$ cat config.mk
export PLATFORM = sky130hd
export DESIGN_NAME = medh_ctrl
export DESIGN_NICKNAME = d
export VERILOG_FILES = /design/src/rtl/core/medh_pkg.sv /design/src/rtl/core/medh_ctrl.sv
export SDC_FILE = /design/constraint.sdc
export NUM_CORES = 1
export LEC_CHECK = 0
export BUFFER_PORTS_ARGS = -buffer_cell sky130_fd_sc_hd__buf_2
export CAP_MARGIN = 30
export CORE_MARGIN = 1
export CORE_UTILIZATION = 30
export DETAILED_ROUTE_END_ITERATION = 10
export GPL_TIMING_DRIVEN = 0
export REMOVE_ABC_BUFFERS = 1
export SYNTH_ARGS = -nofsm -noshare
export SYNTH_HDL_FRONTEND = slang
export SYNTH_SLANG_ARGS = --single-unit
$ cat constraint.sdc
create_clock -name aclk -period 1.6 [get_ports aclk]
set_clock_uncertainty 0.15 [all_clocks]
set_input_delay 0.08 -clock aclk [delete_from_list [all_inputs] [get_ports aclk]]
set_output_delay 0.08 -clock aclk [all_outputs]
set_load 0.02 [all_outputs]
$ cat src/rtl/core/medh_pkg.sv
// Package for the mesh edge dedup hash core: sizes, FSM state type,
// and the controller/datapath command and status structs. No dependencies.
`timescale 1ns / 1ps
package medh_pkg;
    localparam int VertexBits  = 20;
    localparam int Buckets     = 1024;
    localparam int BucketBits  = 10;
    localparam int MaxEdges    = 4096;
    localparam int IdxBits     = 13;
    localparam int AddrBits    = 12;
    localparam int EdgeOutBits = 14;

    typedef enum logic [3:0] {
        ST_CLEAR,
        ST_IDLE,
        ST_HEAD_RD,
        ST_HEAD_WAIT,
        ST_CHAIN_RD,
        ST_CHAIN_WAIT,
        ST_CHECK,
        ST_NEXT,
        ST_DONE
    } medh_state_t;

    // Controller to datapath
    typedef struct packed {
        logic clear_step;   // write zero to the bucket head at the sweep pointer
        logic load_item;    // capture the triangle, reset the side counter
        logic head_read;    // read bucket head of the target vertex
        logic entry_read;   // follow the link of the edge entry at the cursor
        logic take_found;   // record the reversed edge at the cursor
        logic take_create;  // store a new edge or record store full
        logic next_side;    // move to the next edge of the triangle
        logic out_load;     // present the result item
        logic out_clear;    // result item taken
    } medh_cmd_t;

    // Datapath to controller
    typedef struct packed {
        logic clear_done;
        logic cursor_zero;
        logic match;
        logic last_side;
        logic out_busy;
    } medh_sts_t;
endpackage

$ cat src/rtl/core/medh_ctrl.sv
// Controller for the mesh edge dedup hash core: clear sweep, then per edge
// head read, chain walk and insert. Uses medh_pkg.
`timescale 1ns / 1ps
module medh_ctrl (
    input  logic                aclk,
    input  logic                aresetn,
    input  logic                s_valid,
    output logic                s_ready,
    input  logic                m_ready,
    input  medh_pkg::medh_sts_t sts,
    output medh_pkg::medh_cmd_t cmd
);
    medh_pkg::medh_state_t state_reg, state_next;

    always_ff @(posedge aclk) begin
        if (!aresetn) state_reg <= medh_pkg::ST_CLEAR;
        else          state_reg <= state_next;
    end

    // Next state and commands
    always_comb begin
        state_next = state_reg;
        cmd        = '0;
        s_ready    = 1'b0;
        cmd.out_clear = sts.out_busy && m_ready;
        unique case (state_reg)
            medh_pkg::ST_CLEAR: begin
                cmd.clear_step = !sts.clear_done;
                if (sts.clear_done) state_next = medh_pkg::ST_IDLE;
            end
            medh_pkg::ST_IDLE: begin
                s_ready = 1'b1;
                if (s_valid) begin
                    cmd.load_item = 1'b1;
                    state_next = medh_pkg::ST_HEAD_RD;
                end
            end
            // heads read registered in this cycle
            medh_pkg::ST_HEAD_RD:   state_next = medh_pkg::ST_HEAD_WAIT;
            medh_pkg::ST_HEAD_WAIT: begin
                cmd.head_read = 1'b1;
                state_next = medh_pkg::ST_CHAIN_RD;
            end
            medh_pkg::ST_CHAIN_RD: begin
                if (sts.cursor_zero) begin
                    cmd.take_create = 1'b1;
                    state_next = medh_pkg::ST_NEXT;
                end else begin
                    state_next = medh_pkg::ST_CHAIN_WAIT;
                end
            end
            medh_pkg::ST_CHAIN_WAIT: state_next = medh_pkg::ST_CHECK;
            medh_pkg::ST_CHECK: begin
                if (sts.match) begin
                    cmd.take_found = 1'b1;
                    state_next = medh_pkg::ST_NEXT;
                end else begin
                    cmd.entry_read = 1'b1;
                    state_next = medh_pkg::ST_CHAIN_RD;
                end
            end
            medh_pkg::ST_NEXT: begin
                if (sts.last_side) begin
                    state_next = medh_pkg::ST_DONE;
                end else begin
                    cmd.next_side = 1'b1;
                    state_next = medh_pkg::ST_HEAD_RD;
                end
            end
            medh_pkg::ST_DONE: begin
                if (!sts.out_busy || m_ready) begin
                    cmd.out_load = 1'b1;
                    cmd.out_clear = 1'b0;
                    state_next = medh_pkg::ST_IDLE;
                end
            end
            default: state_next = medh_pkg::ST_CLEAR;
        endcase
    end

    // Items are taken only when idle
    a_ready_idle: assert property (@(posedge aclk) disable iff (!aresetn)
        s_ready |-> state_reg == medh_pkg::ST_IDLE) else $error("ready outside idle");
    // A result is never loaded over an untaken one
    a_no_overwrite: assert property (@(posedge aclk) disable iff (!aresetn)
        cmd.out_load |-> (!sts.out_busy || m_ready)) else $error("result overwritten");
    // Found and create never in the same cycle
    a_excl: assert property (@(posedge aclk) disable iff (!aresetn)
        !(cmd.take_found && cmd.take_create)) else $error("found and create together");
endmodule

==> impl_metrics.tcl <==
set metrics [dict create \
    grt_pass1_vias 364 \
    crit_slowest_cell "dfxtp_4" \
    drtPass1Iterations 2 \
    numCtsBuffers 3 \
    drc 0 \
    track_usage_pct 14.4 \
    tns_ns 0 \
    via_per_inst 4.93 \
    endpoint_kind "output pin" \
    power.leakage_nw 0.257 \
    antenna_cells 0 \
    cp-startpoint "state_reg[0]" \
    cts_tree "yes" \
    hold_viol 1 \
    clk_latency_ns 0.25 \
    grt_pass1_wl_mm 1.46 \
    ys_seq_area_share_pct 19.6 \
    endpoint "cmd[7]" \
    ir_drop_uv 416 \
    synth_seq_cells 4 \
    slew_violations 0 \
    initial_core_util_pct 34.4 \
    ys_warn_count 0 \
    syn_area_per_cell_sq_um 8.00 \
    drt-met1-wl_um 440 \
    clk_pin_slew_ns 0.04 \
    fin_ws_ns 0.0719 \
    drt_wl_total_um 893 \
    ios 19 \
    drt-wirelength-per-cell_um 10.1 \
    rr_endpoint "state_reg[0]" \
    syn_inst 51 \
    hold_path.class "in2reg" \
    cp_cell_sequence "inv_6, nor4_4, and2_1, buf_2" \
    holdWs_ns -0.00115 \
    place_ws_ns 0.0630 \
    globalplace.congestion 0.639 \
    drt_iter0_drc 11 \
    ys_types 31 \
    cts_buffer_depth 2 \
    crit_type "reg2out" \
    synth_top_cell_by_area "dfxtp_1" \
    dr_wl_met2_um 388 \
    ant_nets 0 \
    die_area_sq_um 1510 \
    grt_start_max_net_pins 12 \
    row_count 12 \
    status "finished with violations" \
    rr_startpoint "state_reg[0]" \
    setup_viol 0 \
    cts_sinks 4 \
    layout.nets 85 \
    drive_gt1_share_pct 48.6 \
    period_share_pct 95.5 \
    clock_tree.htree_level_count 1 \
    grt_overflow_total 0 \
    netlist.area_leader.share_pct 19.6 \
    crit_path_max_fanout 8 \
    fp.dieW_um 38.9 \
    cp-start-kind "flop" \
    rrSetupSlack_ns 0.21 \
    violations "hold timing" \
    die_h_um 38.9 \
    top_layer "met4" \
    period_minus_slack_ns 1.53 \
    worstMarginPinSlew_ns 0.320 \
    portBuffers 18 \
    reg2reg_depth 5 \
    largest_register_ffs 4 \
    coreArea_sq_um 1190 \
    wl_met3_um 48 \
    max_cap_viol_count 0 \
    clock-root-buffer "clkbuf_4" \
    arrival_ns 1.30 \
    slew_headroom_pct 78.7 \
    synth_area_sq_um 408 \
    dp_hpwl_um 621 \
    powerDensity_nw_per_um2 1170 \
    synthTopCellsByArea "dfxtp_1, nor4b_4, buf_6" \
    max_freq_mhz 654 \
    slowest_delay_ns 0.40 \
    antenna_found_initial 0 \
    areaGrowthSynthToFinish_pct 39.3 \
    vias 434 \
    required_ns 1.37 \
]
[power by group]
part / internal, mW / switching [mW]
registers: 0.130 / 0.0669
logic: 0.172 / 0.160
clock network: 0.0846 / 0.0521
[worst max-delay path, delay by kind of cell, from the launching register on]
kind / cells / cell delay (ns)
simple gates: 2 / 0.44
flops: 1 / 0.40
buf+inv: 2 / 0.20
[cells by family (layout without fill, tap and decap cells)]
family	after synthesis	in the layout	synth area share, %
buf+inv	7	30	12.6
xor+xnor	1	1	2.15
compound gates	8	8	14.7
simple gates	31	31	50.9
flops	4	4	19.6
[cells in the mapped netlist, drive strengths merged]
cell / instances
nor2: 7
nand2b: 2
nand3: 2
a221oi: 1
nand3b: 1
o21ai: 3
nand2: 5
a311oi: 1
nor4b: 2
nand4: 1
xnor2: 1
buf: 4
a21oi: 2
a211oi: 1
and3: 3
nor4: 2
and2: 1
nor2b: 3
inv: 3
dfxtp: 4
nor3: 2
[timing repair]
item,4_1_cts,5_1_grt
setup buffers,0,3
resized for setup,5,2
setup endpoints to repair,8,6
hold buffers,3,0
endpoints found under the hold margin,4,0
[cell usage in the layout, fill, tap and decap left out, types with 2 or more instances in the layout]
cell type and n:
nor2_1 6, buf_4 3, nand2b_1 2, dfxtp_4 3
nand2_1 5, buf_2 18, nand3_1 2, dlygate4sd3_1 3
and3_1 3, clkbuf_4 3, nor2b_1 3, o21ai_0 2
[final cells by class]
type                    instances  area, sq um
clock buffers                   3         22.5
fillers                       128          618
inverters                       3         16.3
multi-input cells              40          277
flip-flops and latches          4         92.6
well taps                      14         17.5
repair buffers                 24          143
[how the worst min path moves through the flow]
stage / from / cells past startpoint / to
2_1_floorplan: aresetn / 2 / state_reg[3]
3_3_place_gp: aresetn / 3 / state_reg[3]
3_5_place_dp: aresetn / 3 / state_reg[3]
4_1_cts: m_ready / 4 / state_reg[3]
5_1_grt: m_ready / 4 / state_reg[3]
6_report: m_ready / 4 / state_reg[3]
[metrics by stage]
step / total power, mW / util [%] / area [sq um] / hold WS, ns / instances
floorplan: 0.397 / - / 373 / 0.0623 / 47
global placement: 0.470 / 40.5 / 480 / 0.204 / 79
detailed placement: 0.472 / 40.5 / 480 / 0.200 / 79
CTS: 0.620 / 45.7 / 542 / 0.00503 / 85
global route: 0.721 / 47.9 / 568 / 0.0328 / 88
finish: 0.665 / 47.9 / 568 / -0.00115 / 88
[routing by layer]
layer,vias up,global-route usage (%)
met5,-,0
met4,0,2.59
met3,2,6.94
met2,15,25.0
met1,193,15.8
li1,224,-
Power figures use the tool's default switching activity.
